[src/hdl/sphere_pair_contact_macros.svh]
// ----------------------------------------------------------------------------
// sphere_pair_contact_macros
// Assertion macros shared by the sphere pair contact block.
// ----------------------------------------------------------------------------
`ifndef SPHERE_PAIR_CONTACT_MACROS_SVH
`define SPHERE_PAIR_CONTACT_MACROS_SVH

// same-cycle implication, gated off during reset
`define SPC_ASSERT_NOW(label, clk, rst_n, ante, cons, msg) \
	label: assert property (@(posedge clk) disable iff (!rst_n) (ante) |-> (cons)) \
		else $error(msg);

// next-cycle implication, gated off during reset
`define SPC_ASSERT_NEXT(label, clk, rst_n, ante, cons, msg) \
	label: assert property (@(posedge clk) disable iff (!rst_n) (ante) |=> (cons)) \
		else $error(msg);

`endif

[src/hdl/spc_pkg.sv]
// ----------------------------------------------------------------------------
// spc_pkg
// Types and constants shared by the sphere pair contact block.
// ----------------------------------------------------------------------------
package spc_pkg;

	// queue between front and back
	localparam int SPC_QUEUE_DEPTH  = 8;
	// register stages in the front, all counted as in flight for the queue
	localparam int SPC_FRONT_STAGES = 4;
	// square root steps for the distance and for the grip product
	localparam int SPC_ROOT_STEPS   = 32;
	localparam int SPC_GRIP_STEPS   = 16;
	// quotient bits for each normal component
	localparam int SPC_DIV_STEPS    = 16;
	// reset value of the near-zero distance register
	localparam logic [15:0] SPC_NEAR_RESET = 16'd1;

	// one sphere pair
	typedef struct packed {
		logic signed [31:0] first_x;
		logic signed [31:0] first_y;
		logic signed [31:0] first_z;
		logic signed [31:0] second_x;
		logic signed [31:0] second_y;
		logic signed [31:0] second_z;
		logic [30:0]        first_radius;
		logic [30:0]        second_radius;
		logic [15:0]        first_bounce;
		logic [15:0]        second_bounce;
		logic [15:0]        first_grip;
		logic [15:0]        second_grip;
	} pair_t;

	// one contact result
	typedef struct packed {
		logic               hit;
		logic signed [15:0] normal_x;
		logic signed [15:0] normal_y;
		logic signed [15:0] normal_z;
		logic [31:0]        depth;
		logic signed [31:0] touch_x;
		logic signed [31:0] touch_y;
		logic signed [31:0] touch_z;
		logic [15:0]        mixed_bounce;
		logic [15:0]        mixed_grip;
	} contact_t;

	// classified item handed from front to back
	typedef struct packed {
		logic             hit;
		logic [63:0]      dsq;
		logic [31:0]      rs;
		logic [30:0]      r1;
		logic [2:0][31:0] base;
		logic [2:0]       dneg;
		logic [2:0][31:0] dmag;
		logic [15:0]      bounce;
		logic [31:0]      gprod;
	} job_t;

	// queue status seen by the top level
	typedef struct packed {
		logic push;
		logic empty;
		logic full;
		logic almost_full;
	} qstat_t;

endpackage

[src/hdl/spc_queue.sv]
// ----------------------------------------------------------------------------
// spc_queue
// Short queue of classified items between the front and the back.
// ----------------------------------------------------------------------------
module spc_queue import spc_pkg::*; #(
	parameter int DEPTH = SPC_QUEUE_DEPTH
) (
	input  logic   clk,
	input  logic   arst_n,
	input  logic   push,
	input  job_t   push_item,
	output logic   pop_valid,
	output job_t   pop_item,
	output qstat_t stat
);

	localparam int PW = (DEPTH > 1) ? $clog2(DEPTH) : 1;
	localparam int CW = $clog2(DEPTH + 1);
	localparam logic [CW-1:0] LIMIT = CW'(DEPTH - SPC_FRONT_STAGES);
	localparam logic [PW-1:0] LAST  = PW'(DEPTH - 1);

	job_t          mem_q [DEPTH];
	logic [PW-1:0] wr_q, rd_q;
	logic [CW-1:0] count_q;
	logic          pop;
	logic          valid_q;
	job_t          item_q;

	// back always drains, so pop whenever something is stored
	assign pop = (count_q != '0);

	// pointers and fill count
	always_ff @(posedge clk or negedge arst_n) begin
		if (!arst_n) begin
			wr_q    <= '0;
			rd_q    <= '0;
			count_q <= '0;
			valid_q <= 1'b0;
		end else begin
			if (push) begin
				wr_q <= (wr_q == LAST) ? '0 : wr_q + 1'b1;
			end
			if (pop) begin
				rd_q <= (rd_q == LAST) ? '0 : rd_q + 1'b1;
			end
			count_q <= count_q + CW'(push) - CW'(pop);
			valid_q <= pop;
		end
	end

	// storage, read into an output register
	always_ff @(posedge clk) begin
		if (push) begin
			mem_q[wr_q] <= push_item;
		end
		if (pop) begin
			item_q <= mem_q[rd_q];
		end
	end

	assign pop_valid        = valid_q;
	assign pop_item         = item_q;
	assign stat.push        = push;
	assign stat.empty       = (count_q == '0);
	assign stat.full        = (count_q == CW'(DEPTH));
	assign stat.almost_full = (count_q >= LIMIT);

endmodule

[config.mk]
export PLATFORM = sky130hd
export DESIGN_NAME = spc_queue
export DESIGN_NICKNAME = d
export VERILOG_FILES = /design/src/hdl/sphere_pair_contact_macros.svh /design/src/hdl/spc_pkg.sv /design/src/hdl/spc_queue.sv
export SDC_FILE = /design/constraint.sdc
export NUM_CORES = 2
export LEC_CHECK = 0
export ABC_AREA = 0
export BUFFER_PORTS_ARGS = -buffer_cell sky130_fd_sc_hd__buf_2
export CELL_PAD_IN_SITES_DETAIL_PLACEMENT = 2
export CELL_PAD_IN_SITES_GLOBAL_PLACEMENT = 2
export CORE_MARGIN = 8
export CORE_UTILIZATION = 40
export DETAILED_ROUTE_END_ITERATION = 8
export HOLD_SLACK_MARGIN = 0.03
export PLACE_DENSITY = 0.74
export SLEW_MARGIN = 40
export SYNTH_ARGS = -nofsm -noshare
export SYNTH_HDL_FRONTEND = slang
export SYNTH_SLANG_ARGS = --single-unit
export TNS_END_PERCENT = 30
[constraint.sdc]
create_clock -name clk -period 38.3 [get_ports clk]
set_input_delay 3.83 -clock clk [delete_from_list [all_inputs] [get_ports clk]]
set_output_delay 3.83 -clock clk [all_outputs]
set_load 0.03 [all_outputs]
# After elaboration in Yosys (flattened, before gate mapping)
# Memory sizes are Yosys's and may differ from the RTL's. A register that Yosys moved wholly into a read port is not among the register bits.
# Cells that the tools add are included.
[totals] reg_bits=11 latchBits=0 ram_bits=2968 rom_bits=0 in_bits=374 out_inout_bits=376 elab_cells=19 memories=1
[op_classes] n_addsub=4 n_mul=0 div_mod_pow=0 order_cmp=1 n_eq_ne=3 shift=0 n_mux=4 bitwise_logic=0 n_reduce_logical=2
[mem_list] memory="mem_q" words=8 word_bits=371 rd=1 rd_ports_with_merged_regs=1 write_ports=1 line="spc_queue.sv:22" source="job_t mem_q [DEPTH];"
[ops] cell="adder 3 x 1 -> 3 bit, second input constant" count=2
[ops] cell="== test 3 bit, second input constant" count=2
[ops] cell="2-to-1 mux 3 bit" count=2
[ops] cell="adder 4 x 1 -> 4 bit" count=1
[ops] cell="== test 4 bit, second input constant" count=1
[ops] cell="greater-or-equal comparator 4 x 3 -> 1 bit, second input constant" count=1
[ops] cell="logical NOT 4 bit" count=1
[ops] cell="nonzero test 4 bit" count=1
[ops] cell="subtractor 4 x 1 -> 4 bit" count=1
[ops] cell="2-to-1 mux 1 bit" count=2

# Logic depth before layout (Yosys ltp)
[depth] word_depth=2 mapped_depth=10 mapped_depth_nobuf=10

# Least setup slack after synthesis
# OpenSTA, ideal clock, no wires.
[synth_path] path_type="input to register" startpoint="input push" endpoint="memory mem_q[0][0] (netlist name) (enable)" setup_ns=1.559 arrival_ns=28.848 t_required_ns=36.741 path_slack_ns=7.893 path_stages=2 path_buffers=0 cell_sequence="nand2b_1 -> nor3_1"
[synth_between] elab_chain_len=2
[synth_rtl] item="start, declared" line="spc_queue.sv:10" source="input logic push,"
[synth_rtl] item="2-to-1 mux 1 bit" line="spc_queue.sv:53" source="if (push) begin"
[synth_rtl] item="2-to-1 mux 1 bit (not written as such)" line="spc_queue.sv:54" source="mem_q[wr_q] <= push_item;"
[synth_rtl] item="end, declared" line="spc_queue.sv:22"
# Every way passes these cells.

# Worst setup path after layout
[layout_path] startpoint="input push" endpoint="output stat[3] (netlist name)"
[layout_rtl] item="end, declared" line="spc_queue.sv:14" source="output qstat_t stat"
# No word-level cell between the ends.

==> flow_summary.ini <==
[setup_path]
timing.rr.start = rd_q[0]
critPathLaunch = push
reg2reg_depth = 10
cp_data_required_time_ps = 34470
crit_slowest_cell = buf_2
crit_cells = 2
cp-endpoint = stat[3]
crit_top_cell = buf_2
cp_cell_sequence = buf_2 -> buf_2
path_delay_family = buffers and inverters
cp_max_fo = 8
r2r-end = pop_item[178]
cp.arrival_ps = 4310
end_kind = output port
path_class = in2out
timing.reg2reg.setup_slack_ps = 31100
path_buf_inv = 2
max_stage_delay_ps = 260
startpoint_type = input port

[pwr]
power_leakage_uw = 0.0467
vdd.ir_drop.worst_mv = 0.0581
power_uw = 12100
powerDensity_mw_per_mm2 = 83.7

[clock_tree]
numCtsBuffers = 360
cts_setup_buffers = 0
clockBufferDepth = 4
clock-sinks = 3350
cts_hold_buf = 0
path_clk_slew_ps = 60
clock_latency_ps = 930
cts_tree = yes
cts_resized = 0
htree_num_levels = 5
cts_root_buffer = clkbuf_16

[route]
drt-pass1-iter-count = 5
via_per_inst = 5.53
antenna_left = 0
vias = 56415
remaining_drc_errors = 0
dr.first_iter.drc_count = 4864
post_drt_wl_per_cell_um = 36.9
wl_mm = 376

[synthesis]
synth_top_area_share_pct = 81.6
synthAdderAreaFrac_pct = 0.118
syn_inst = 4723
synth_top_family_by_area = multiplexers
ys_warn_count = 0
syn-num-nets = 5108
synth_xor_area_share_pct = 0.0143
synth_mux_area_share_pct = 17.0
synth_area_per_cell_sq_um = 26.0
synth_area_leaders = edfxtp_1 (82%), mux4_2 (14%), mux2_2 (3.4%), clkbuf_1 (0.31%), buf_2 (0.26%)
synth.ff_latch_count = 3350
synth_top_area_cell = edfxtp_1
synth_cell_types = 24
synth-compound-area-share_pct = 0.0245
synth-simple-area-share_pct = 0.0785
yosysSeqAreaShare_pct = 81.9
netlist_area_sq_mm = 0.123

[die]
dieArea_sq_mm = 0.325
num_rows = 203
dieHeight_um = 570
die_w_um = 570
start_util_pct = 40.2
ios = 750
core_area_sq_mm = 0.306

[timing]
rsz0062_at_grt = no
hold_viol = 0
slew_headroom_pct = 43.2
setup_tns_ps = 0
setup_violations = 0
drv_slew = 0
skew_ps = 71.7
finalCritPeriodShare_pct = 21.3
whs_ps = 642
fmax_mhz = 123
worst_slew_pin_slew_ps = 852
finalCriticalPeriod_ps = 8140

[global_routing]
grt_pass1_vias = 61854
grt_pass1_wl_mm = 513
grt_usage_pct = 22.3
antenna_found_initial = 168
grt_overflow_total = 0
grt_max_degree = 115

[finish]
final_design_area_no_fill_sq_mm = 0.144
layout-drive-gt1-share_pct = 41.4
final_common_cell = edfxtp_1
area_delta_synth_final_pct = 17.5
finish.net_count = 6124
fillCellCount = 26760
layout_common_cells = edfxtp_1 (3339), buf_2 (749), mux4_2 (742)

[worst_hold_path]
hold_path.class = reg2reg

[status]
status = complete, no violations

[run]
maxCapViolations = 0

[placed_design]
placed_cell_area_sq_mm = 0.132
port_buffers = 749
dp_hpwl_mm = 226
gp_congestion = 0.729
-- kinds of logic (layout without fill, tap and decap cells) --
logic type / count (synthesis) / after routing
adders and majority gates: 11 / 11
AOI/OAI and AO/OA: 5 / 5
xor gates and xnor gates: 2 / 2
buffers and inverters: 219 / 1526
other: 0 / 80
DFF: 3350 / 3350
and+or+nand+nor: 20 / 20
muxes: 1116 / 1116
-- cell type report --
type / count / area (sq um) / share of cell area, %
Antenna cell: 80 / 200 / 0.139
Clock inverter: 215 / 2270 / 1.57
Timing Repair Buffer: 862 / 5310 / 3.68
Sequential cell: 3350 / 101000 / 69.7
Tap cell: 4100 / 5130 / 3.56
Inverter: 11 / 48.8 / 0.0338
Multi-Input combinational cell: 1154 / 21300 / 14.8
Clock buffer: 438 / 9450 / 6.55
-- Yosys cell counts (all sizes together) --
cell type / n
ha: 10
mux4: 742
nor2: 7
xnor2: 1
nand3b: 1
buf: 108
nor3: 3
a21oi: 1
clkbuf: 100
nand2: 4
and3: 1
fa: 1
nand2b: 3
inv: 11
mux2: 374
xor2: 1
o21ai: 2
edfxtp: 3339
a21o: 2
dfrtp: 11
nor3b: 1
-- per-layer routing --
layer	vias to the layer above	GRT usage (%)	wire length, um	part of all wire (%)
met4	90	7.34	12300	3.3
met2	2162	40.1	200000	53
li1	22522	-	-	-
met1	30998	26.6	140000	37
met5	-	0	574	0.15
met3	643	4.82	23600	6.3
-- flip-flops by register name, indices dropped and copies added (netlist names) --
name / cells
pop_item: 371
mem_q: 2968
rd_q: 3
pop_valid: 1
count_q: 4
wr_q: 3
-- stage by stage --
stage / util [%] / worst slack, ps / cells
CTS: 47.0 / 30130 / 10120
global route: 47.2 / 30150 / 10167
floorplan: - / 7890 / 4723
detailed placement: 43.2 / 30130 / 9467
global placement: 43.1 / 29850 / 9456
finish: 47.2 / 30160 / 10210
-- power by group --
part / total [uW] / internal, uW / switching (uW)
Sequential: 5200 / 4870 / 328
Combinational: 3330 / 1320 / 2010
Clock: 3540 / 2000 / 1540
Total: 12100 / 8200 / 3880
-- worst min-delay path by stage --
stage,from,to,cells after the start
finish,wr_q[2],wr_q[2],1
global route,wr_q[2],wr_q[2],1
CTS,wr_q[2],wr_q[2],1
detailed placement,wr_q[2],wr_q[2],1
global placement,wr_q[2],wr_q[2],1
floorplan,wr_q[2],wr_q[2],1
No activity file was read; power rests on OpenSTA's default activity.
